## src/rfft_pkg.sv

```systemverilog
package rfft_pkg;

    localparam int POINTS_DEF = 64;
    localparam int SAMPLE_W   = 16;
    localparam int DATA_W     = 24;
    localparam int BIN_IDX_W  = 6;
    localparam int TW_W       = 17;
    localparam int TW_MW      = 5;
    localparam int PROD_W     = DATA_W + TW_W;
    localparam int ACC_W      = PROD_W + 1;
    localparam int Q_SHIFT    = 15;

    typedef logic signed [SAMPLE_W-1:0] t_sample;
    typedef logic signed [DATA_W-1:0]   t_data;
    typedef logic [2*DATA_W-1:0]        t_word;
    typedef logic [BIN_IDX_W-1:0]       t_bin_idx;
    typedef logic signed [TW_W-1:0]     t_tw;
    typedef logic [TW_MW-1:0]           t_tw_idx;
    typedef logic signed [PROD_W-1:0]   t_prod;
    typedef logic signed [ACC_W-1:0]    t_acc;

    typedef enum logic [2:0] {
        ST_LOAD,
        ST_BF_RD,
        ST_BF_MUL,
        ST_BF_SUM,
        ST_BF_WA,
        ST_BF_WB,
        ST_OUT_RD,
        ST_OUT_VLD
    } t_state;

    typedef struct packed {
        logic rd_en;
        logic wr_en;
        logic wr_load;
    } t_mem_ctrl;

    typedef struct packed {
        logic mul_en;
        logic sum_en;
        logic sub;
    } t_bf_ctrl;

    // round(32768 * cos(2*pi*m/64)) for the first quarter turn
    localparam t_tw QCOS [0:16] = '{
        17'sd32768, 17'sd32610, 17'sd32138, 17'sd31357, 17'sd30274, 17'sd28899,
        17'sd27246, 17'sd25330, 17'sd23170, 17'sd20788, 17'sd18205, 17'sd15447,
        17'sd12540, 17'sd9512,  17'sd6393,  17'sd3212,  17'sd0
    };

    localparam t_tw_idx TW_QUARTER = t_tw_idx'(16);

    function automatic t_tw tw_cos(input t_tw_idx m);
        t_tw v;
        if (m <= TW_QUARTER) begin
            v = QCOS[m];
        end else begin
            v = -QCOS[t_tw_idx'(0) - m];
        end
        return v;
    endfunction

    function automatic t_tw tw_sin(input t_tw_idx m);
        t_tw v;
        if (m <= TW_QUARTER) begin
            v = QCOS[TW_QUARTER - m];
        end else begin
            v = QCOS[m - TW_QUARTER];
        end
        return v;
    endfunction

endpackage

```

## src/rfft_bfly.sv

```systemverilog
module rfft_bfly (
    input  logic               i_clk,
    input  rfft_pkg::t_bf_ctrl i_ctrl,
    input  rfft_pkg::t_word    i_even,
    input  rfft_pkg::t_word    i_odd,
    input  rfft_pkg::t_tw      i_tw_cos,
    input  rfft_pkg::t_tw      i_tw_sin,
    output rfft_pkg::t_word    o_wr_data
);

    localparam rfft_pkg::t_acc HALF_LSB = rfft_pkg::t_acc'(1) <<< (rfft_pkg::Q_SHIFT - 1);

    rfft_pkg::t_data odd_re, odd_im, even_re, even_im;
    rfft_pkg::t_prod r_p_rc, r_p_is, r_p_ic, r_p_rs;
    rfft_pkg::t_acc  sum_re, sum_im;
    rfft_pkg::t_data r_t_re, r_t_im;
    rfft_pkg::t_data res_re, res_im;

    assign odd_re  = i_odd[2*rfft_pkg::DATA_W-1:rfft_pkg::DATA_W];
    assign odd_im  = i_odd[rfft_pkg::DATA_W-1:0];
    assign even_re = i_even[2*rfft_pkg::DATA_W-1:rfft_pkg::DATA_W];
    assign even_im = i_even[rfft_pkg::DATA_W-1:0];

    always_ff @(posedge i_clk) begin
        if (i_ctrl.mul_en) begin
            r_p_rc <= rfft_pkg::t_prod'(odd_re) * rfft_pkg::t_prod'(i_tw_cos);
            r_p_is <= rfft_pkg::t_prod'(odd_im) * rfft_pkg::t_prod'(i_tw_sin);
            r_p_ic <= rfft_pkg::t_prod'(odd_im) * rfft_pkg::t_prod'(i_tw_cos);
            r_p_rs <= rfft_pkg::t_prod'(odd_re) * rfft_pkg::t_prod'(i_tw_sin);
        end
    end

    // round half up, then drop the Q15 fraction
    assign sum_re = rfft_pkg::t_acc'(r_p_rc) + rfft_pkg::t_acc'(r_p_is) + HALF_LSB;
    assign sum_im = rfft_pkg::t_acc'(r_p_ic) - rfft_pkg::t_acc'(r_p_rs) + HALF_LSB;

    always_ff @(posedge i_clk) begin
        if (i_ctrl.sum_en) begin
            r_t_re <= sum_re[rfft_pkg::Q_SHIFT+rfft_pkg::DATA_W-1:rfft_pkg::Q_SHIFT];
            r_t_im <= sum_im[rfft_pkg::Q_SHIFT+rfft_pkg::DATA_W-1:rfft_pkg::Q_SHIFT];
        end
    end

    always_comb begin
        if (i_ctrl.sub) begin
            res_re = even_re - r_t_re;
            res_im = even_im - r_t_im;
        end else begin
            res_re = even_re + r_t_re;
            res_im = even_im + r_t_im;
        end
    end

    assign o_wr_data = {res_re, res_im};

endmodule

```

## config.mk

```make
export PLATFORM = sky130hd
export DESIGN_NAME = rfft_bfly
export DESIGN_NICKNAME = d
export VERILOG_FILES = /design/src/rfft_pkg.sv /design/src/rfft_bfly.sv
export SDC_FILE = /design/constraint.sdc
export NUM_CORES = 2
export LEC_CHECK = 0
export BUFFER_PORTS_ARGS = -buffer_cell sky130_fd_sc_hd__buf_2
export CORE_MARGIN = 5
export CORE_UTILIZATION = 40
export CTS_BUF_LIST = sky130_fd_sc_hd__clkbuf_16
export DETAILED_ROUTE_END_ITERATION = 10
export GPL_TIMING_DRIVEN = 0
export HOLD_SLACK_MARGIN = 0.15
export PLACE_DENSITY_LB_ADDON = 0.3
export SYNTH_ARGS = -nofsm -noshare
export SYNTH_HDL_FRONTEND = slang
export SYNTH_SLANG_ARGS = --single-unit
```

## constraint.sdc

```tcl
create_clock -name i_clk -period 9.69 [get_ports i_clk]
set_input_delay 0.969 -clock i_clk [delete_from_list [all_inputs] [get_ports i_clk]]
set_output_delay 0.969 -clock i_clk [all_outputs]
set_load 0.05 [all_outputs]
```

# After elaboration in Yosys (flattened, before gate mapping)
# Index checks and enable logic that the tools add are counted.
dict set report totals {
  register_bits 204
  in_bits 134
  output_inout_bits 48
  word_cells 20
}
dict set report op_classes {
  addsub 8
  multipliers 4
  muxes 2
}
# operator count
set ops {}
lappend ops {{$mul 24x17->39} 4}
lappend ops {{$add 39x16->39 const B} 2}
lappend ops {{$add 24x24->24} 2}
lappend ops {{$mux 24} 2}
lappend ops {{$sub 24x24->24} 2}
lappend ops {{$add 39x39->39} 1}
lappend ops {{$sub 39x39->39} 1}

# Logic depth before layout (Yosys ltp)
dict set report logic_depth {
  ltp_word 2
  mapped_depth 26
}

# Least setup slack after synthesis
# OpenSTA, ideal clock, no wires.
dict set report synth_timing {
  kind {input to register}
  start {input i_tw_cos[2]}
  end {register r_p_ic[38], data pin}
  setup_ns 0.260
  arrival_ns 6.804
  t_required_ns 9.430
  path_slack_ns 2.626
  cell_stages 25
  n_path_buf 2
  path_cell_list {clkbuf_1 clkbuf_1 nand2_1 fa_1 inv_1 fa_1 inv_1 fa_1 inv_1 fa_1 inv_1 fa_1 inv_1 fa_1 ha_1 a211oi_1 o21ai_0 a21oi_1 o211ai_2 a221oi_4 o31ai_2 a2111oi_2 o21bai_1 a21oi_1 xnor2_1}
}
dict set report synth_between {
  elab_chain_cells 1
}
# item line_no
set synth_rtl {}
lappend synth_rtl {{from (decl)} rfft_bfly.sv:6} ;# input rfft_pkg::t_tw i_tw_cos,
lappend synth_rtl {{$mul 24x17->39} rfft_bfly.sv:28} ;# r_p_ic <= rfft_pkg::t_prod'(odd_im) * rfft_pkg::t_prod'(i_tw_cos);
lappend synth_rtl {{to (signal assigned)} rfft_bfly.sv:28}
lappend synth_rtl {{to (decl)} rfft_bfly.sv:14} ;# rfft_pkg::t_prod r_p_rc, r_p_is, r_p_ic, r_p_rs;
# Every way passes these cells.
# A chain may end at the register's enable or synchronous reset.

# Worst setup path in the final report
dict set report layout_timing {
  start {input i_tw_cos[14]}
  end {register r_p_rc[35], data pin}
}
dict set report layout_between {
  elab_chain_cells 1
}
# item line_no
set layout_rtl {}
lappend layout_rtl {{$mul 24x17->39} rfft_bfly.sv:26} ;# r_p_rc <= rfft_pkg::t_prod'(odd_re) * rfft_pkg::t_prod'(i_tw_cos);
lappend layout_rtl {{to (signal assigned)} rfft_bfly.sv:26}
lappend layout_rtl {{to (decl)} rfft_bfly.sv:14}
# Every way passes these cells.

==> impl_summary.md <==
Outcome
The flow ran to the end, but the final reports show violations. The checks that failed: capacitance limit, slew limit.

Global route
The total global-route track usage is 0.278. The met2 usage is 0.425. The via count of the first global-routing pass is 55192. For met1 alone, demand over resource in global routing was 0.354. The global routing stage identified its most utilized layer as met2.

For this run, global-route usage on met3 was measured as 0.0745. After global routing the overflow that remains totals 0. The initial antenna violation count is 55. The global-route wire length before repair is 366000 um.

The largest net degree at the start of global routing is 96.

Setup path
Counting stages on the worst path, the most repeated cell is sky130_fd_sc_hd__fa_1. The reg-to-reg endpoint is r_t_im[22]. The launching instance or port of the critical path is i_tw_cos[14].

STA classifies the critical path startpoint as a primary input. The critical path goes through buf_2 -> clkbuf_1 -> clkbuf_1 -> nand2_1 -> fa_1 -> fa_1 -> inv_1 -> fa_1 -> fa_1 -> fa_1 -> inv_1 -> fa_1 -> inv_1 -> ha_1 -> a2111oi_0 -> a21oi_1 -> o2111ai_1 -> a31oi_1 -> a31oi_1 -> o21ai_0 -> xnor2_1. The number of buffers and inverters on the critical path is 6. For this design, the slowest cell found on the critical path is sky130_fd_sc_hd__clkbuf_1. In this run the critical register-to-register path is launched from r_p_rs[4]. The capturing element type of the critical path is a flop. The setup check on the worst reg-to-reg path leaves a slack of 5.46 ns. Data arrives at the worst endpoint at 9.78 ns.

Among cell families on the critical path, the largest total delay comes from adder cells. The required time at the endpoint of the critical path is 9.87 ns. Counting cells, the worst reg-to-reg path comes to 12.

The critical path is of the in2reg type. The critical path crosses 21 cells after its start point. In this design, the stage delay of the slowest critical-path cell is 1.19 ns. Following the worst setup path forward leads to its endpoint at r_p_rc[35].

Of all nets on the critical path, the largest fanout is 11.

Clock tree
The clock sink count is 204. The clock transition time at the flip-flop clock pins of the worst setup and hold paths is 0.06 ns. Clock tree synthesis inserted a total of 26 buffers. TritonCTS built the clock tree. In this run the number of H-tree levels came out at 1. The tree is rooted in a sky130_fd_sc_hd__clkbuf_16. The maximum count of clock buffers along a single path is 3. Buffers added to address setup during post-CTS repair amount to 0. The later pin in the worst-skew pair is clocked with a latency of 0.61 ns.

Detailed routing
After detailed routing, the number of remaining DRC violations is 0. The routed wire length is 249000 um. The DRC marker count from the first detailed-route iteration is 4302. After detailed routing, the average wire length per cell comes to 24.9 um.

The count of TritonRoute iterations in the first routing pass is 5. The remaining antenna violation count is 0. Using the TritonRoute via totals, the vias-per-cell ratio works out to 5.24.

The via count is 52258.

Yosys
In this run, synthesis inferred 204 flip-flops with an integrated enable. By area the synthesized netlist is led by sky130_fd_sc_hd__fa_1 45%, sky130_fd_sc_hd__ha_1 11%, sky130_fd_sc_hd__inv_1 9.5%. The count of unique library cells instantiated by Yosys is 78. For this run, asynchronously set or reset flops after synthesis account for 0. The most area-hungry cell type in the Yosys netlist is sky130_fd_sc_hd__fa_1. By count the netlist is led by 1751 x sky130_fd_sc_hd__inv_1, 1550 x sky130_fd_sc_hd__fa_1, 972 x sky130_fd_sc_hd__nand2_1, 676 x sky130_fd_sc_hd__and2_1, 578 x sky130_fd_sc_hd__ha_1. Yosys instantiated no cell more often than sky130_fd_sc_hd__inv_1.

Averaged over all synthesized cells, the footprint is 9.29 um^2. The Yosys step of the flow raised 0 warnings. The post-synthesis cell area is 0.0689 mm^2. The number of cells produced by synthesis is 7412. The share of synthesized area in the top cell type comes to 0.451. The number of nets handed over by synthesis was 9674. Among all flip-flop cells after synthesis, the most frequent one is sky130_fd_sc_hd__edfxtp_1. After synthesis the netlist holds a flip-flop and latch count of 204. The portion of the post-synthesis area used by sequential elements is 0.0890.

Timing
The total count of hold-check failures in the final report is 0. The worst pin sits at a relative slew slack of -0.0437. The final clock period utilization by the worst path is 0.991. The max-slew violation count came to 25. The maximum clock frequency is 104 MHz. The clock arrives with 0.0418 ns of skew.

Setup violations remaining at the end of the flow were counted as 0. At the pin with the least slew margin, the transition time is 1.57 ns. The minimum period implied by the final worst setup slack is 9.60 ns. Setup repair after global routing left no endpoint under its margin.

Placed design
The placed instances occupy a cell area of 0.0726 mm^2. The HPWL reported at the end of detailed placement is 209000 um. Buffers placed on the I/O ports in this run total 150. The last weighted congestion value of the routability-driven placer is 0.999.

Finish
The multi-input logic area is 0.0550 mm^2. The final layout contains 9859 nets. In the final layout, the share of cells above drive strength 1 is 0.0318. The fraction of the core area covered by cells at the end of the flow is 0.429. From synthesis to final layout, the design area changed by 6.81%.

Counting the fill cells in the layout gives 16862. After routing the design area is 0.0736 mm^2. The storage element area is 0.00613 mm^2.

Floorplan
The width of the die is 425 um. For this design the top-level I/O count stands at 182. The initial utilization of the core area, before any placement, comes to 0.402. The die is 425 um tall. In this run the standard cell core region covers 0.171 mm^2. The die outline area is 0.181 mm^2.

The count of standard-cell rows is 152.

Run
The tool flagged a number of max-cap violations equal to 3.

Min path
The class of the tightest hold or removal check is reg2reg.
==> worst register-to-register path: stages (launching register included) <==
cell and delay (ns):
sky130_fd_sc_hd__edfxtp_1 0.48, sky130_fd_sc_hd__inv_1 0.10, sky130_fd_sc_hd__ha_1 0.23, sky130_fd_sc_hd__ha_1 0.27, sky130_fd_sc_hd__o21ai_0 0.07, sky130_fd_sc_hd__o21bai_1 0.47, sky130_fd_sc_hd__a21o_1 0.25, sky130_fd_sc_hd__a31oi_1 0.20
sky130_fd_sc_hd__o211ai_1 0.85, sky130_fd_sc_hd__a32oi_1 0.39, sky130_fd_sc_hd__o21ai_0 0.37, sky130_fd_sc_hd__a21oi_1 0.13, sky130_fd_sc_hd__xnor2_1 0.26
==> placed cells by master, fill, tap and decap left out, types with 8 or more instances in the layout <==
| master | synthesis | routed |
|---|---|---|
| sky130_fd_sc_hd__inv_1 | 1751 | 1755 |
| sky130_fd_sc_hd__fa_1 | 1550 | 1550 |
| sky130_fd_sc_hd__nand2_1 | 972 | 972 |
| sky130_fd_sc_hd__and2_1 | 676 | 676 |
| sky130_fd_sc_hd__ha_1 | 578 | 578 |
| sky130_fd_sc_hd__clkbuf_1 | 321 | 312 |
| sky130_fd_sc_hd__xnor2_1 | 237 | 234 |
| sky130_fd_sc_hd__nor2_1 | 227 | 227 |
| sky130_fd_sc_hd__edfxtp_1 | 204 | 204 |
| sky130_fd_sc_hd__a21oi_1 | 182 | 182 |
| sky130_fd_sc_hd__buf_2 | 0 | 149 |
| sky130_fd_sc_hd__o21ai_0 | 99 | 97 |
| sky130_fd_sc_hd__a21o_1 | 78 | 78 |
| sky130_fd_sc_hd__xor2_1 | 62 | 61 |
| sky130_fd_sc_hd__nand2b_1 | 58 | 58 |
| sky130_fd_sc_hd__nor3_1 | 49 | 48 |
| sky130_fd_sc_hd__nand3_1 | 46 | 46 |
| sky130_fd_sc_hd__diode_2 | 0 | 43 |
| sky130_fd_sc_hd__o21a_1 | 33 | 33 |
| sky130_fd_sc_hd__nor2b_1 | 31 | 31 |
| sky130_fd_sc_hd__clkbuf_16 | 0 | 27 |
| sky130_fd_sc_hd__a211oi_1 | 25 | 24 |
| sky130_fd_sc_hd__a31oi_1 | 22 | 22 |
| sky130_fd_sc_hd__o21bai_1 | 22 | 22 |
| sky130_fd_sc_hd__and3_1 | 19 | 19 |
| sky130_fd_sc_hd__o211ai_1 | 13 | 13 |
| sky130_fd_sc_hd__a21boi_0 | 15 | 13 |
| sky130_fd_sc_hd__nand4_1 | 12 | 12 |
| sky130_fd_sc_hd__o31ai_1 | 11 | 11 |
| sky130_fd_sc_hd__clkbuf_2 | 0 | 9 |
| sky130_fd_sc_hd__nor3b_1 | 8 | 8 |
==> kinds of logic (layout without fill, tap and decap cells) <==
logic type,count (synthesis),after routing,synth area share
xor+xnor,299,299,0.0380
flops,204,204,0.0890
simple gates,2130,2130,0.149
mux,4,4,0.000581
compound gates,571,571,0.0549
other cells,0,43,0
fa+ha+maj,2128,2128,0.556
buf+inv,2076,2279,0.113
==> repair_timing <==
action,4_1_cts,5_1_grt
setup endpoints to repair,0,1
gates resized for setup,0,2
hold buffers,0,0
==> stage by stage <==
step,setup slack (ns),hold slack (ns),TNS [ns],std cells
floorplan,2.63,0.615,0,7412
finish,0.0896,0.832,0,9968
global route,0.0552,0.891,0,9947
global placement,-1.34,0.808,-17.38,9872
detailed placement,-0.569,0.810,-0.814,9879
CTS,0.0629,0.844,0,9925
==> flip-flops by register name, summed over array words and instances, names as in the netlist <==
| signal | flops |
|---|---|
| r_t_im | 24 |
| r_p_is | 39 |
| r_p_ic | 39 |
| r_t_re | 24 |
| r_p_rs | 39 |
| r_p_rc | 39 |
==> worst min path at each step <==
stage               cells past startpoint         end       start  slack (ns)
detailed placement                      4  r_t_re[20]  r_p_is[35]        0.81
floorplan                               2  r_t_re[23]  r_p_is[38]        0.61
finish                                  4  r_t_re[20]  r_p_rc[35]        0.83
global placement                        3  r_t_re[19]  r_p_is[34]        0.81
CTS                                     4  r_t_re[20]  r_p_rc[35]        0.84
global route                            1  r_p_ic[16]   i_ctrl[2]        0.89
==> layer usage <==
| layer | routed length, um | vias to the layer above |
|---|---|---|
| met5 | 179 | - |
| met4 | 18800 | 24 |
| met3 | 25200 | 561 |
| met2 | 108000 | 2349 |
| met1 | 96200 | 26868 |
| li1 | - | 22456 |
==> layout make-up <==
type                       instances  share of cell area
antenna                           43             0.00146
buffer                           323              0.0166
clock buffer                      27             0.00919
clock inverter                    19             0.00156
inverter                        1753              0.0895
multi-input combinational       5132               0.748
sequential                       204              0.0833
tap                             2310              0.0393
timing repair buffer             157              0.0115
Power is left out: the tool's default activity adds up to more than one toggle a clock period on the data nets, which glitch-free logic cannot reach.
