## src/rfft_pkg.sv

```systemverilog
package rfft_pkg;

    localparam int POINTS_DEF = 64;
    localparam int SAMPLE_W   = 16;
    localparam int DATA_W     = 24;
    localparam int BIN_IDX_W  = 6;
    localparam int TW_W       = 17;
    localparam int TW_MW      = 5;
    localparam int PROD_W     = DATA_W + TW_W;
    localparam int ACC_W      = PROD_W + 1;
    localparam int Q_SHIFT    = 15;

    typedef logic signed [SAMPLE_W-1:0] t_sample;
    typedef logic signed [DATA_W-1:0]   t_data;
    typedef logic [2*DATA_W-1:0]        t_word;
    typedef logic [BIN_IDX_W-1:0]       t_bin_idx;
    typedef logic signed [TW_W-1:0]     t_tw;
    typedef logic [TW_MW-1:0]           t_tw_idx;
    typedef logic signed [PROD_W-1:0]   t_prod;
    typedef logic signed [ACC_W-1:0]    t_acc;

    typedef enum logic [2:0] {
        ST_LOAD,
        ST_BF_RD,
        ST_BF_MUL,
        ST_BF_SUM,
        ST_BF_WA,
        ST_BF_WB,
        ST_OUT_RD,
        ST_OUT_VLD
    } t_state;

    typedef struct packed {
        logic rd_en;
        logic wr_en;
        logic wr_load;
    } t_mem_ctrl;

    typedef struct packed {
        logic mul_en;
        logic sum_en;
        logic sub;
    } t_bf_ctrl;

    // round(32768 * cos(2*pi*m/64)) for the first quarter turn
    localparam t_tw QCOS [0:16] = '{
        17'sd32768, 17'sd32610, 17'sd32138, 17'sd31357, 17'sd30274, 17'sd28899,
        17'sd27246, 17'sd25330, 17'sd23170, 17'sd20788, 17'sd18205, 17'sd15447,
        17'sd12540, 17'sd9512,  17'sd6393,  17'sd3212,  17'sd0
    };

    localparam t_tw_idx TW_QUARTER = t_tw_idx'(16);

    function automatic t_tw tw_cos(input t_tw_idx m);
        t_tw v;
        if (m <= TW_QUARTER) begin
            v = QCOS[m];
        end else begin
            v = -QCOS[t_tw_idx'(0) - m];
        end
        return v;
    endfunction

    function automatic t_tw tw_sin(input t_tw_idx m);
        t_tw v;
        if (m <= TW_QUARTER) begin
            v = QCOS[TW_QUARTER - m];
        end else begin
            v = QCOS[m - TW_QUARTER];
        end
        return v;
    endfunction

endpackage

```

## src/rfft_seq.sv

```systemverilog
module rfft_seq #(
    parameter int POINTS = rfft_pkg::POINTS_DEF
) (
    input  logic                        i_clk,
    input  logic                        i_rst_n,
    input  logic                        i_in_valid,
    output logic                        o_in_ready,
    output logic                        o_out_valid,
    input  logic                        i_out_ready,
    output rfft_pkg::t_mem_ctrl         o_mem,
    output rfft_pkg::t_bf_ctrl          o_bf,
    output logic [$clog2(POINTS)-1:0]   o_rd_addr_a,
    output logic [$clog2(POINTS)-1:0]   o_rd_addr_b,
    output logic [$clog2(POINTS)-1:0]   o_wr_addr,
    output logic [$clog2(POINTS)-1:0]   o_bin_index,
    output logic                        o_last_bin,
    output rfft_pkg::t_tw               o_tw_cos,
    output rfft_pkg::t_tw               o_tw_sin
);

    localparam int AW = $clog2(POINTS);
    localparam int LG = AW;
    localparam int SW = (LG > 1) ? $clog2(LG) : 1;

    typedef logic [AW-1:0] t_addr;
    typedef logic [SW-1:0] t_stage;

    localparam t_addr  LAST_BF    = t_addr'(POINTS / 2 - 1);
    localparam t_stage LAST_STAGE = t_stage'(LG - 1);

    rfft_pkg::t_state r_state, n_state;
    t_addr            r_cnt;
    t_stage           r_stage;
    rfft_pkg::t_tw    r_tw_cos, r_tw_sin;

    t_addr             load_addr, mask, lo, addr_a, addr_b;
    logic [2:0]        tw_sh;
    rfft_pkg::t_tw_idx tw_m;
    logic              in_beat, out_beat;

    assign in_beat  = (r_state == rfft_pkg::ST_LOAD) && i_in_valid;
    assign out_beat = (r_state == rfft_pkg::ST_OUT_VLD) && i_out_ready;

    // sample n lands at its bit-reversed slot, so no reorder pass is needed
    always_comb begin
        for (int i = 0; i < AW; i++) begin
            load_addr[i] = r_cnt[AW-1-i];
        end
    end

    // butterfly j of a stage: insert a zero at the stage bit for the even leg
    always_comb begin
        mask   = (t_addr'(1) << r_stage) - t_addr'(1);
        lo     = r_cnt & mask;
        addr_a = ((r_cnt & ~mask) << 1) | lo;
        addr_b = addr_a | (t_addr'(1) << r_stage);
        tw_sh  = 3'(rfft_pkg::TW_MW) - 3'(r_stage);
        tw_m   = rfft_pkg::t_tw_idx'(lo) << tw_sh;
    end

    always_comb begin
        n_state = r_state;
        case (r_state)
            rfft_pkg::ST_LOAD: begin
                if (in_beat && (&r_cnt)) n_state = rfft_pkg::ST_BF_RD;
            end
            rfft_pkg::ST_BF_RD:  n_state = rfft_pkg::ST_BF_MUL;
            rfft_pkg::ST_BF_MUL: n_state = rfft_pkg::ST_BF_SUM;
            rfft_pkg::ST_BF_SUM: n_state = rfft_pkg::ST_BF_WA;
            rfft_pkg::ST_BF_WA:  n_state = rfft_pkg::ST_BF_WB;
            rfft_pkg::ST_BF_WB: begin
                if (r_cnt == LAST_BF && r_stage == LAST_STAGE) begin
                    n_state = rfft_pkg::ST_OUT_RD;
                end else begin
                    n_state = rfft_pkg::ST_BF_RD;
                end
            end
            rfft_pkg::ST_OUT_RD: n_state = rfft_pkg::ST_OUT_VLD;
            rfft_pkg::ST_OUT_VLD: begin
                if (out_beat) begin
                    n_state = (&r_cnt) ? rfft_pkg::ST_LOAD : rfft_pkg::ST_OUT_RD;
                end
            end
            default: n_state = rfft_pkg::ST_LOAD;
        endcase
    end

    always_comb begin
        o_in_ready     = 1'b0;
        o_out_valid    = 1'b0;
        o_mem          = '0;
        o_bf           = '0;
        o_rd_addr_a    = addr_a;
        o_wr_addr      = addr_a;
        case (r_state)
            rfft_pkg::ST_LOAD: begin
                o_in_ready    = 1'b1;
                o_mem.wr_en   = i_in_valid;
                o_mem.wr_load = 1'b1;
                o_wr_addr     = load_addr;
            end
            rfft_pkg::ST_BF_RD:  o_mem.rd_en = 1'b1;
            rfft_pkg::ST_BF_MUL: o_bf.mul_en = 1'b1;
            rfft_pkg::ST_BF_SUM: o_bf.sum_en = 1'b1;
            rfft_pkg::ST_BF_WA:  o_mem.wr_en = 1'b1;
            rfft_pkg::ST_BF_WB: begin
                o_mem.wr_en = 1'b1;
                o_bf.sub    = 1'b1;
                o_wr_addr   = addr_b;
            end
            rfft_pkg::ST_OUT_RD: begin
                o_mem.rd_en = 1'b1;
                o_rd_addr_a = r_cnt;
            end
            rfft_pkg::ST_OUT_VLD: o_out_valid = 1'b1;
            default: o_in_ready = 1'b0;
        endcase
    end

    assign o_rd_addr_b = addr_b;
    assign o_bin_index = r_cnt;
    assign o_last_bin  = &r_cnt;
    assign o_tw_cos    = r_tw_cos;
    assign o_tw_sin    = r_tw_sin;

    always_ff @(posedge i_clk) begin
        if (!i_rst_n) begin
            r_state <= rfft_pkg::ST_LOAD;
            r_cnt   <= '0;
            r_stage <= '0;
        end else begin
            r_state <= n_state;
            if (in_beat || out_beat) begin
                r_cnt <= r_cnt + t_addr'(1);
            end
            if (in_beat && (&r_cnt)) begin
                r_stage <= '0;
            end
            if (r_state == rfft_pkg::ST_BF_WB) begin
                if (r_cnt == LAST_BF) begin
                    r_cnt <= '0;
                    if (r_stage != LAST_STAGE) r_stage <= r_stage + t_stage'(1);
                end else begin
                    r_cnt <= r_cnt + t_addr'(1);
                end
            end
        end
    end

    always_ff @(posedge i_clk) begin
        if (r_state == rfft_pkg::ST_BF_RD) begin
            r_tw_cos <= rfft_pkg::tw_cos(tw_m);
            r_tw_sin <= rfft_pkg::tw_sin(tw_m);
        end
    end

    a_no_overlap: assert property (@(posedge i_clk) disable iff (!i_rst_n)
        !(o_in_ready && o_out_valid))
        else $error("input and output open at once");

    a_frame_start: assert property (@(posedge i_clk) disable iff (!i_rst_n)
        (in_beat && (&r_cnt)) |=>
        (r_state == rfft_pkg::ST_BF_RD && r_cnt == '0 && r_stage == '0))
        else $error("transform did not start at first butterfly");

    a_stage_range: assert property (@(posedge i_clk) disable iff (!i_rst_n)
        r_stage <= LAST_STAGE)
        else $error("stage counter out of range");

    a_legs_differ: assert property (@(posedge i_clk) disable iff (!i_rst_n)
        (r_state == rfft_pkg::ST_BF_WA) |=>
        (o_wr_addr == ($past(o_wr_addr) | (t_addr'(1) << r_stage))
         && o_wr_addr != $past(o_wr_addr)))
        else $error("odd leg address does not pair with even leg");

    a_emit_done: assert property (@(posedge i_clk) disable iff (!i_rst_n)
        (out_beat && (&r_cnt)) |=> (r_state == rfft_pkg::ST_LOAD && r_cnt == '0))
        else $error("frame did not return to loading after last bin");

endmodule

```

## config.mk

```make
export PLATFORM = sky130hd
export DESIGN_NAME = rfft_seq
export DESIGN_NICKNAME = d
export VERILOG_FILES = /design/src/rfft_pkg.sv /design/src/rfft_seq.sv
export SDC_FILE = /design/constraint.sdc
export NUM_CORES = 1
export LEC_CHECK = 0
export ABC_CLOCK_PERIOD_IN_PS = 7200
export BUFFER_PORTS_ARGS = -buffer_cell sky130_fd_sc_hd__buf_2
export CORE_MARGIN = 3
export CORE_UTILIZATION = 53
export DETAILED_ROUTE_END_ITERATION = 7
export HOLD_SLACK_MARGIN = 0.08
export PLACE_DENSITY = 0.76
export SYNTH_ARGS = -nofsm -noshare
export SYNTH_HDL_FRONTEND = slang
export SYNTH_SLANG_ARGS = --single-unit
```

## constraint.sdc

```tcl
create_clock -name i_clk -period 7.2 [get_ports i_clk]
set_clock_uncertainty 0.05 [all_clocks]
set_input_delay 0.72 -clock i_clk [delete_from_list [all_inputs] [get_ports i_clk]]
set_output_delay 0.72 -clock i_clk [all_outputs]
set_load 0.1 [all_outputs]
```

# [Word-level counts from Yosys, hierarchy flattened]
# Memories as Yosys holds them, arrays and structs flattened.
# Index checks and enable logic that the tools add are counted.
# Widths: inputs -> output; s select.
[totals] ramBits=0 regBits=46 latch_bits=0 romBits=2176 elab_cells=87 n_memories=4
[mem_list] name="(name not given)" words=32 word_bits=17 read_ports=1 rd_ports_with_merged_regs=0 wr=0 line="rfft_pkg.sv:69" text="v = QCOS[m - TW_QUARTER];"
[mem_list] name="(name not given)" words=32 word_bits=17 read_ports=1 rd_ports_with_merged_regs=0 wr=0 line="rfft_pkg.sv:67" text="v = QCOS[TW_QUARTER - m];"
[mem_list] name="(name not given)" words=32 word_bits=17 read_ports=1 rd_ports_with_merged_regs=0 wr=0 line="rfft_pkg.sv:59" text="v = -QCOS[t_tw_idx'(0) - m];"
[mem_list] name="(name not given)" words=32 word_bits=17 read_ports=1 rd_ports_with_merged_regs=0 wr=0 line="rfft_pkg.sv:57" text="v = QCOS[m];"
[op_classes] reduce_logical=11 magnitude_cmp=5 multipliers=0 bitwise_logic=9 n_mux=31 div=0 n_shift=2 add_sub_neg=8 eq_ne=12
[op_table] op="$mux 17" n=10
[op_table] op="$ge 6x6->1 const B" n=4
[op_table] op="$mux 3" n=8
[op_table] op="$mux 6" n=4
[op_table] op="$not 5->6" n=4
[op_table] op="$pmux 3 s8" n=1
[op_table] op="$neg 17->17" n=1
[op_table] op="$eq 3x3->1 const B" n=5
[op_table] op="$or 6x6->6" n=2
[op_table] op="$pmux 6 s2" n=1
[op_table] op="$add 6x1->6 const B" n=1
[op_table] op="$and 6x6->6" n=1
[op_table] op="$eq 3x2->1 const B" n=2
[op_table] op="$eq 6x5->1 const B" n=1
[op_table] op="$mux 1" n=6
[op_table] op="$reduce_and 6->1" n=1
[op_table] op="$shl 1x3->6 const A" n=1
[op_table] op="$sub 6x1->6 const B" n=1
[op_table] op="$and 5x5->5" n=1
[op_table] op="$le 5x5->1 const B" n=1
[op_table] op="$not 5->5" n=1
[op_table] op="$shl 5x3->5" n=1
[op_table] op="$sub 1x5->5 const A" n=1
[op_table] op="$sub 5x5->5 const A" n=1
[op_table] op="14 further kinds" n=18

# [Logic depth before layout (Yosys ltp)]
# Gate-level depths: netlist (run 1).
[depth] word_depth=11 ltp_mapped=25 mapped_depth_nobuf=20

# [Worst setup path after synthesis (run 1)]
# OpenSTA, ideal clock, no wires.
[synth_path] kind="reg2reg" startpoint="register r_stage[1]" endpoint="register r_tw_cos[8] (netlist: o_tw_cos[8]), data pin" stages_incl_launch_ff=25 required_ns=6.974 arrival_ns=5.266 n_path_buf=6 setup_time_ns=0.176 setup_slack_ns=1.708 path_cell_list="dfxtp_1 -> clkbuf_1 -> inv_1 -> ha_1 -> nor2b_1 -> buf_4 -> inv_2 -> ha_1 -> and2_1 -> a21o_1 -> nand2_1 -> a311oi_1 -> inv_1 -> clkbuf_1 -> ha_1 -> clkbuf_1 -> buf_2 -> clkbuf_1 -> nor2_1 -> o21ai_0 -> nand2b_1 -> ha_1 -> inv_1 -> o31a_1 -> o32ai_1"
[synth_between] elab_chain_cells=11
[synth_lines] item="start, declared" line="rfft_seq.sv:33" text="t_stage r_stage;"
[synth_lines] item="start signal, assigned" line="rfft_seq.sv:142" text="if (r_stage != LAST_STAGE) r_stage <= r_stage + t_stage'(1);"
[synth_lines] item="$shl 1x3->6" line="rfft_seq.sv:53" text="mask = (t_addr'(1) << r_stage) - t_addr'(1);"
[synth_lines] item="$sub 6x1->6" line="rfft_seq.sv:53"
[synth_lines] item="$and 6x6->6" line="rfft_seq.sv:54" text="lo = r_cnt & mask;"
[synth_lines] item="$shl 5x3->5 *" line="rfft_seq.sv:58" text="tw_m = rfft_pkg::t_tw_idx'(lo) << tw_sh;"
[synth_lines] item="$sub 1x5->5" line="rfft_pkg.sv:59"
[synth_lines] item="$not 5->6 (implied by the code)" line="rfft_pkg.sv:59"
[synth_lines] item="$mem_v2 32x17"
[synth_lines] item="$mux 17 (implied by the code) (2 in a row)" line="rfft_pkg.sv:59"
[synth_lines] item="$neg 17->17" line="rfft_pkg.sv:59"
[synth_lines] item="$mux 17 *" line="rfft_pkg.sv:56" text="if (m <= TW_QUARTER) begin"
[synth_lines] item="end signal, assigned" line="rfft_seq.sv:152" text="r_tw_cos <= rfft_pkg::tw_cos(tw_m);"
[synth_lines] item="end, declared" line="rfft_seq.sv:34" text="rfft_pkg::t_tw r_tw_cos, r_tw_sin;"
# Mark *: on every way between the ends. The rest lies on a longest branch, timed or not. The select of a mux whose other input is x is not followed.
# A chain may end at the register's enable or synchronous reset.

# [Worst setup path after layout (run 1)]
[layout_path] startpoint="register r_stage[0]" endpoint="register r_tw_cos[8] (netlist: o_tw_cos[8]), data pin"
# Same word-level chain as after synthesis.

==> results of run 1 <==
[critical path, delay by kind of cell, from the launching register on]
family / cells / cell delay [ns]
buf+inv: 7 / 1.53
compound gates: 5 / 1.45
fa+ha+maj: 4 / 1.23
simple gates: 4 / 1.09
flops: 1 / 0.56
[layout make-up]
class | instances | area (sq um) | share of cell area, %
clock buffers | 5 | 68.82 | 1.491
clock inverters | 3 | 21.27 | 0.4608
flip-flops and latches | 45 | 1231 | 26.67
repair buffers | 73 | 375.4 | 8.132
inverters | 19 | 71.32 | 1.545
well taps | 99 | 123.9 | 2.684
multi-input cells | 416 | 2724 | 59.01
[metrics by stage]
step / cell area, sq um / instances / hold slack, ns / utilization, % / setup slack [ns]
floorplan: 4207 / 519 / 0.5449 / - / 1.708
global placement: 4526 / 652 / 0.5169 / 60.45 / 1.553
detailed placement: 4526 / 652 / 0.5216 / 60.45 / 1.276
CTS: 4616 / 660 / 0.5446 / 61.66 / 1.247
global route: 4616 / 660 / 0.5859 / 61.66 / 0.6878
finish: 4616 / 660 / 0.5446 / 61.66 / 1.085
[layer usage]
| metal | routed length [um] | vias to the layer above | part of all wire (%) |
|---|---|---|---|
| met5 | 0 | - | 0 |
| met4 | 347 | 0 | 2.8 |
| met3 | 1506 | 40 | 12 |
| met2 | 5316 | 335 | 42 |
| met1 | 5434 | 2065 | 43 |
| li1 | - | 2015 | - |
[sequential cells by signal, indices dropped and copies added, names as in the netlist]
register     cells
o_tw_cos        17
o_tw_sin        16
o_bin_index      6
r_stage          3
r_state          3
[power by group through the flow]
stage | Clock (uW) | Combinational (uW) | Sequential [uW]
after floorplan | 0 | 386 | 732
after global placement | 0 | 829 | 383
after detailed placement | 0 | 830 | 384
after CTS | 166 | 831 | 379
after global routing | 180 | 855 | 385
final | 166 | 829 | 379
[worst max-delay path by stage]
| stage | startpoint | endpoint | slack (ns) | cells past startpoint |
|---|---|---|---|---|
| floorplan | r_stage[1] | o_tw_cos[8] | 1.71 | 24 |
| global placement | r_stage[0] | o_tw_cos[6] | 1.55 | 19 |
| detailed placement | r_stage[0] | o_tw_cos[8] | 1.28 | 20 |
| CTS | r_stage[0] | o_tw_cos[8] | 1.25 | 20 |
| global route | r_stage[0] | o_tw_cos[6] | 0.69 | 21 |
| finish | r_stage[0] | o_tw_cos[8] | 1.08 | 20 |
[kinds of logic (layout without fill, tap and decap cells)]
group                    Yosys count  count (layout)  share of synthesized area (%)
AND/OR/NAND/NOR                  195             195                          22.75
AO/OA/AOI/OAI                    184             184                          31.95
buffers and inverters             58             100                          6.216
flip-flops                        45              45                          29.27
adder cells (fa/ha/maj)           20              20                          5.949
XOR/XNOR                          11              11                          2.290
multiplexers                       5               5                          1.487
other                              1               1                        0.08915
[cell usage in the layout, fill, tap and decap left out, types with 3 or more instances in the layout]
cell type	synthesis	routed
nand2b_1	9	9
nor2b_1	7	7
a21oi_1	37	37
clkbuf_8	0	5
buf_2	4	69
dfxtp_1	12	12
nand3_1	13	13
a221o_1	6	6
o21a_1	4	4
a21oi_2	3	3
and3_1	4	4
inv_1	17	17
buf_4	4	4
o31a_1	3	3
a211oi_1	4	4
o211ai_1	7	7
and2_1	7	7
a21o_1	4	4
ha_1	20	20
o32ai_1	4	4
o31ai_1	8	8
o21ai_0	31	31
nor3_1	13	11
nor3_2	1	3
nand4_1	5	5
mux2i_1	4	4
or3_1	3	3
nor2_1	56	56
xnor2_1	10	10
a311oi_1	3	3
o22ai_1	27	27
nand2_1	56	56
edfxtp_1	33	33
a22oi_1	3	3
a31oi_1	6	6
o21ai_1	3	3
==> metrics, run 1 <==
Leak 0.001789 uW; Placer Congestion 1.020; Peak VDD IR 429.5 uV; gr busiest metal met1; final antenna-violating net count 0; CTS H-tree depth 2; max incr delay on CP 0.56 ns; Hold Path Class flip-flop to flip-flop; vias in the first global route 3745; initial antenna violation count 0; R2R depth 20; RSZ-0062 raised after global routing false; total power 1374 uW; crit path cell chain inv_1, ha_1, nor2b_1, inv_2, ha_1, and4bb_2, a21o_1, nand2_1, a311oi_1, buf_4, inv_1, ha_1, buf_4, inv_1, o31ai_1, nand2_1, ha_1, inv_1, o21ai_0, o32ai_1; DPL Wire Length 9448 um; share of power burned in registers 27.6%; Arr. time, crit path 6.18 ns; most instantiated cells after synthesis 56 x nand2_1, 56 x nor2_1, 37 x a21oi_1; slowest CP cell dfxtp_1; final setup fails 0; global route total overflow 0; worst-path fanout max 29; via count 4455; first-pass GRT wire length 20160 um; synth warn 0; row cnt 31; sw frac 63.09%; post-synth net total 543; number of gates resized after cts 0; Synth area leader edfxtp_1; Die X 95.09 um; Hold Path Sink r_state[0]; worst skew pair latency 0.31 ns; met2 usage 38.72%; CTS buffer count 5; met3 Use GR 6.235%; Worst EP required 7.26 ns; WL per Instance 19.10 um; pin count of the biggest net entering global routing 35; RR Endpoint o_tw_cos[8]; Post CTS Setup Buffer Count 0; clk slew on worst S/H paths 0.10 ns; Max Cap Viol 0; CTS tree yes; vias per std cell 6.750; TritonRoute pass-1 iters 8; Yosys reg bits 45; Antenna Cells 0; post-synthesis sequential area ratio 29.27%; # hold bufs at CTS 0; buffers from clock root to sink, at most 2; worst hold path cell count 1; Worst Hold Launch r_state[0]; Post-Syn Instances 519; Detailed Route WL 12610 um; Core Area 0.007486 sq mm; Die Area 0.009042 sq mm; CTS Sinks 45; async set-reset flop share out of synthesis 0%; fmax 0.1635 GHz; combinational power share 60.4%; fill count 682; Top Ports 71; critical path class flip-flop to flip-flop; synthesized area per cell 8.105 sq um; met1 usage 43.79%; Critical Path Start Type flip-flop; initial DRC count 599; setup_tns 0 ns; post-synth cell types 86; total track usage 28.34%; Least-Margin Pin Slew 0.9927 ns; Net Sw Power 866.7 uW; most common flop cell mapped by yosys edfxtp_1; Post-layout nets 584; Final period util 84.93%; EDFF count, synth 33; clock root buffer clkbuf_8; outcome finished clean; mapped cell area 0.004207 sq mm; final worst path period need 6.115 ns; Clk pwr share 12.1%; synth top area cells edfxtp_1 24%, ha_1 5.9%, dfxtp_1 5.7%; headroom to the max-slew limit 33.46%; die height 95.09 um; Max Slew Vio Count 0; IO buf count 69; top cell type's share of synthesized area 23.56%; internal power 507.0 uW; Initial Util 56.19%; Area growth syn-to-layout 9.726%; Post-route DRC 0; share of cells above drive strength 1 20.32%; pwr dens 297.6 mW/mm^2; Worst Setup End Kind flip-flop; final count of hold timing violations 0; R2R Path Start r_stage[0]; setup slack, reg-to-reg 1.08 ns
Note: power is estimated with default switching activity, not from simulation.
==> inputs of run 2 (changes only) <==
--- a/config.mk
+++ b/config.mk
@@ -5,7 +5,7 @@
 export SDC_FILE = /design/constraint.sdc
 export NUM_CORES = 1
 export LEC_CHECK = 0
-export ABC_CLOCK_PERIOD_IN_PS = 7200
+export ABC_CLOCK_PERIOD_IN_PS = 6300
 export BUFFER_PORTS_ARGS = -buffer_cell sky130_fd_sc_hd__buf_2
 export CORE_MARGIN = 3
 export CORE_UTILIZATION = 53
==> constraint.sdc (replaced) <==
create_clock -name i_clk -period 6.3 [get_ports i_clk]
set_clock_uncertainty 0.05 [all_clocks]
set_input_delay 0.63 -clock i_clk [delete_from_list [all_inputs] [get_ports i_clk]]
set_output_delay 0.63 -clock i_clk [all_outputs]
set_load 0.1 [all_outputs]
==> metrics, run 2 (same netlist as run 1, synthesis figures left out) <==
combinational power share 60.2% (-0.2 points); Antenna Cells 0 (unchanged); CTS H-tree depth 2 (unchanged); setup_tns 0 ns (unchanged); Critical Path Start Type flip-flop; Area growth syn-to-layout 10.53%; Post-layout nets 588 (+0.68%); Placer Congestion 0.9865 (-3.3%); Peak VDD IR 601.7 uV (+40%); final worst path period need 5.773 ns (-0.3421 ns); Top Ports 71 (unchanged); share of power burned in registers 27.4% (-0.2 points); sw frac 63.40% (+0.31 points); clk slew on worst S/H paths 0.09 ns (about the same); critical path class flip-flop to flip-flop; total power 1587 uW (+16%); worst skew pair latency 0.31 ns (about the same); Hold Path Class flip-flop to flip-flop; clock root buffer clkbuf_8; fmax 0.1732 GHz (+5.9%); row cnt 31 (unchanged); Die X 95.09 um (unchanged); IO buf count 69 (unchanged); Worst EP required 6.37 ns (-0.89 ns); outcome finished clean; pwr dens 341.4 mW/mm^2 (+15%); CTS tree yes; vias per std cell 6.693 (-0.85%); WL per Instance 20.64 um (+8.0%); Place WS 0.6889 ns (-0.5870 ns); Final WS setup 0.5270 ns (-0.5580 ns); Die Area 0.009042 sq mm (unchanged); Clk pwr share 12.4% (+0.3 points); Max Slew Vio Count 0 (unchanged); Leak 0.001810 uW (+1.2%); CTS buffer count 5 (unchanged); crit path cell chain inv_1, ha_1, nor2b_1, inv_2, ha_1, nand3b_1, o31ai_1, nand2_1, ha_1, ha_1, inv_1, o31ai_1, nand2_1, ha_1, inv_1, o21ai_0, o32ai_1; final count of hold timing violations 0 (unchanged); pin count of the biggest net entering global routing 35 (unchanged); via count 4444 (-0.25%); global route total overflow 0 (unchanged); Least-Margin Pin Slew 1.005 ns (+0.01229 ns); die height 95.09 um (unchanged); initial DRC count 692 (+16%); Max Cap Viol 0 (unchanged); first-pass GRT wire length 21450 um (+6.4%); Post-route DRC 0 (unchanged); Post CTS Setup Buffer Count 0 (unchanged); Final period util 91.63% (+6.7 points); headroom to the max-slew limit 32.64% (-0.82 points); RSZ-0062 raised after global routing false; Arr. time, crit path 5.84 ns (-0.34 ns); # hold bufs at CTS 0 (unchanged); Net Sw Power 1006 uW (+16%); worst-path fanout max 19 (-34%); TritonRoute pass-1 iters 6 (-2); internal power 580.9 uW (+15%); number of gates resized after cts 0 (unchanged); Worst Setup End Kind flip-flop; share of cells above drive strength 1 20.88% (+0.56 points); vias in the first global route 3868 (+3.3%); slowest CP cell ha_1; total track usage 30.72% (+2.4 points); Detailed Route WL 13700 um (+8.7%); initial antenna violation count 0 (unchanged); Largest register FFs 17 (unchanged); commonest non-fill, non-tap cells in the layout 69 x buf_2, 56 x nand2_1, 56 x nor2_1, 37 x a21oi_1, 33 x edfxtp_1; Initial Util 56.19% (unchanged); final setup fails 0 (unchanged); final antenna-violating net count 0 (unchanged); CTS Sinks 45 (unchanged); max incr delay on CP 0.70 ns (+0.14 ns); DPL Wire Length 10280 um (+8.8%); CP most frequent cell ha_1; commonest non-fill, non-tap cell in the layout buf_2; Core Area 0.007486 sq mm (unchanged); buffers from clock root to sink, at most 2 (unchanged)
==> run 2: cell count changes in the layout (fill, tap and decap cells not counted) <==
cell      previous run  this run
buf_4                4         8
clkinv_4             0         1
clkinv_2             1         0
==> run 2: area by class of cell <==
class | instances | area [sq um]
clock buffer | 5 | 68.82
tap | 99 | 123.9
multi-input combinational | 416 | 2724
timing repair buffer | 77 | 405.4
sequential | 45 | 1231
fill | 658 | 2836
inverter | 19 | 71.32
clock inverter | 3 | 25.02
==> run 2: path summary, 6_finish.rpt <==
check / start / endpoint / slack (ns) / cells past startpoint
setup / recovery: r_stage[1] / o_tw_cos[8] / 0.53 / 17
hold / removal: r_state[0] / r_state[0] / 0.55 / 1
setup reg to reg: r_stage[1] / o_tw_cos[8] / 0.53 / 17
hold reg to reg: r_state[0] / r_state[0] / 0.55 / 1
==> run 2: power groups by stage <==
stage          registers (uW)  clock network, uW  logic [uW]
2_1_floorplan             837                  0         441
3_3_place_gp              439                  0         952
3_5_place_dp              443                  0         958
4_1_cts                   436                197         959
5_1_grt                   444                209         986
6_report                  436                196         956
==> run 2: metrics by stage <==
step | hold WS (ns) | utilization (%) | cell area (sq um) | instances
after floorplan | 0.5449 | - | 4207 | 519
after global placement | 0.5105 | 60.86 | 4556 | 656
after detailed placement | 0.5346 | 60.86 | 4556 | 656
after CTS | 0.5568 | 62.11 | 4649 | 664
after global routing | 0.6069 | 62.11 | 4649 | 664
final | 0.5524 | 62.11 | 4649 | 664
==> run 2: routing by layer <==
metal  vias to the layer above  global-route usage, %  routed length [um]
met1                      2087                  47.58                6181
li1                       2026                      -                   -
met3                        27                  5.051                1420
met2                       304                  44.08                5871
met5                         -                      0                   0
met4                         0                  7.332                 228
==> run 2: worst max-delay path: cells and delay by family (launching register included) <==
family	cells	cell delay, ns
flip-flops	1	0.32
adder cells (fa/ha/maj)	5	2.12
buffers and inverters	4	0.71
AO/OA/AOI/OAI	4	1.16
AND/OR/NAND/NOR	4	1.21
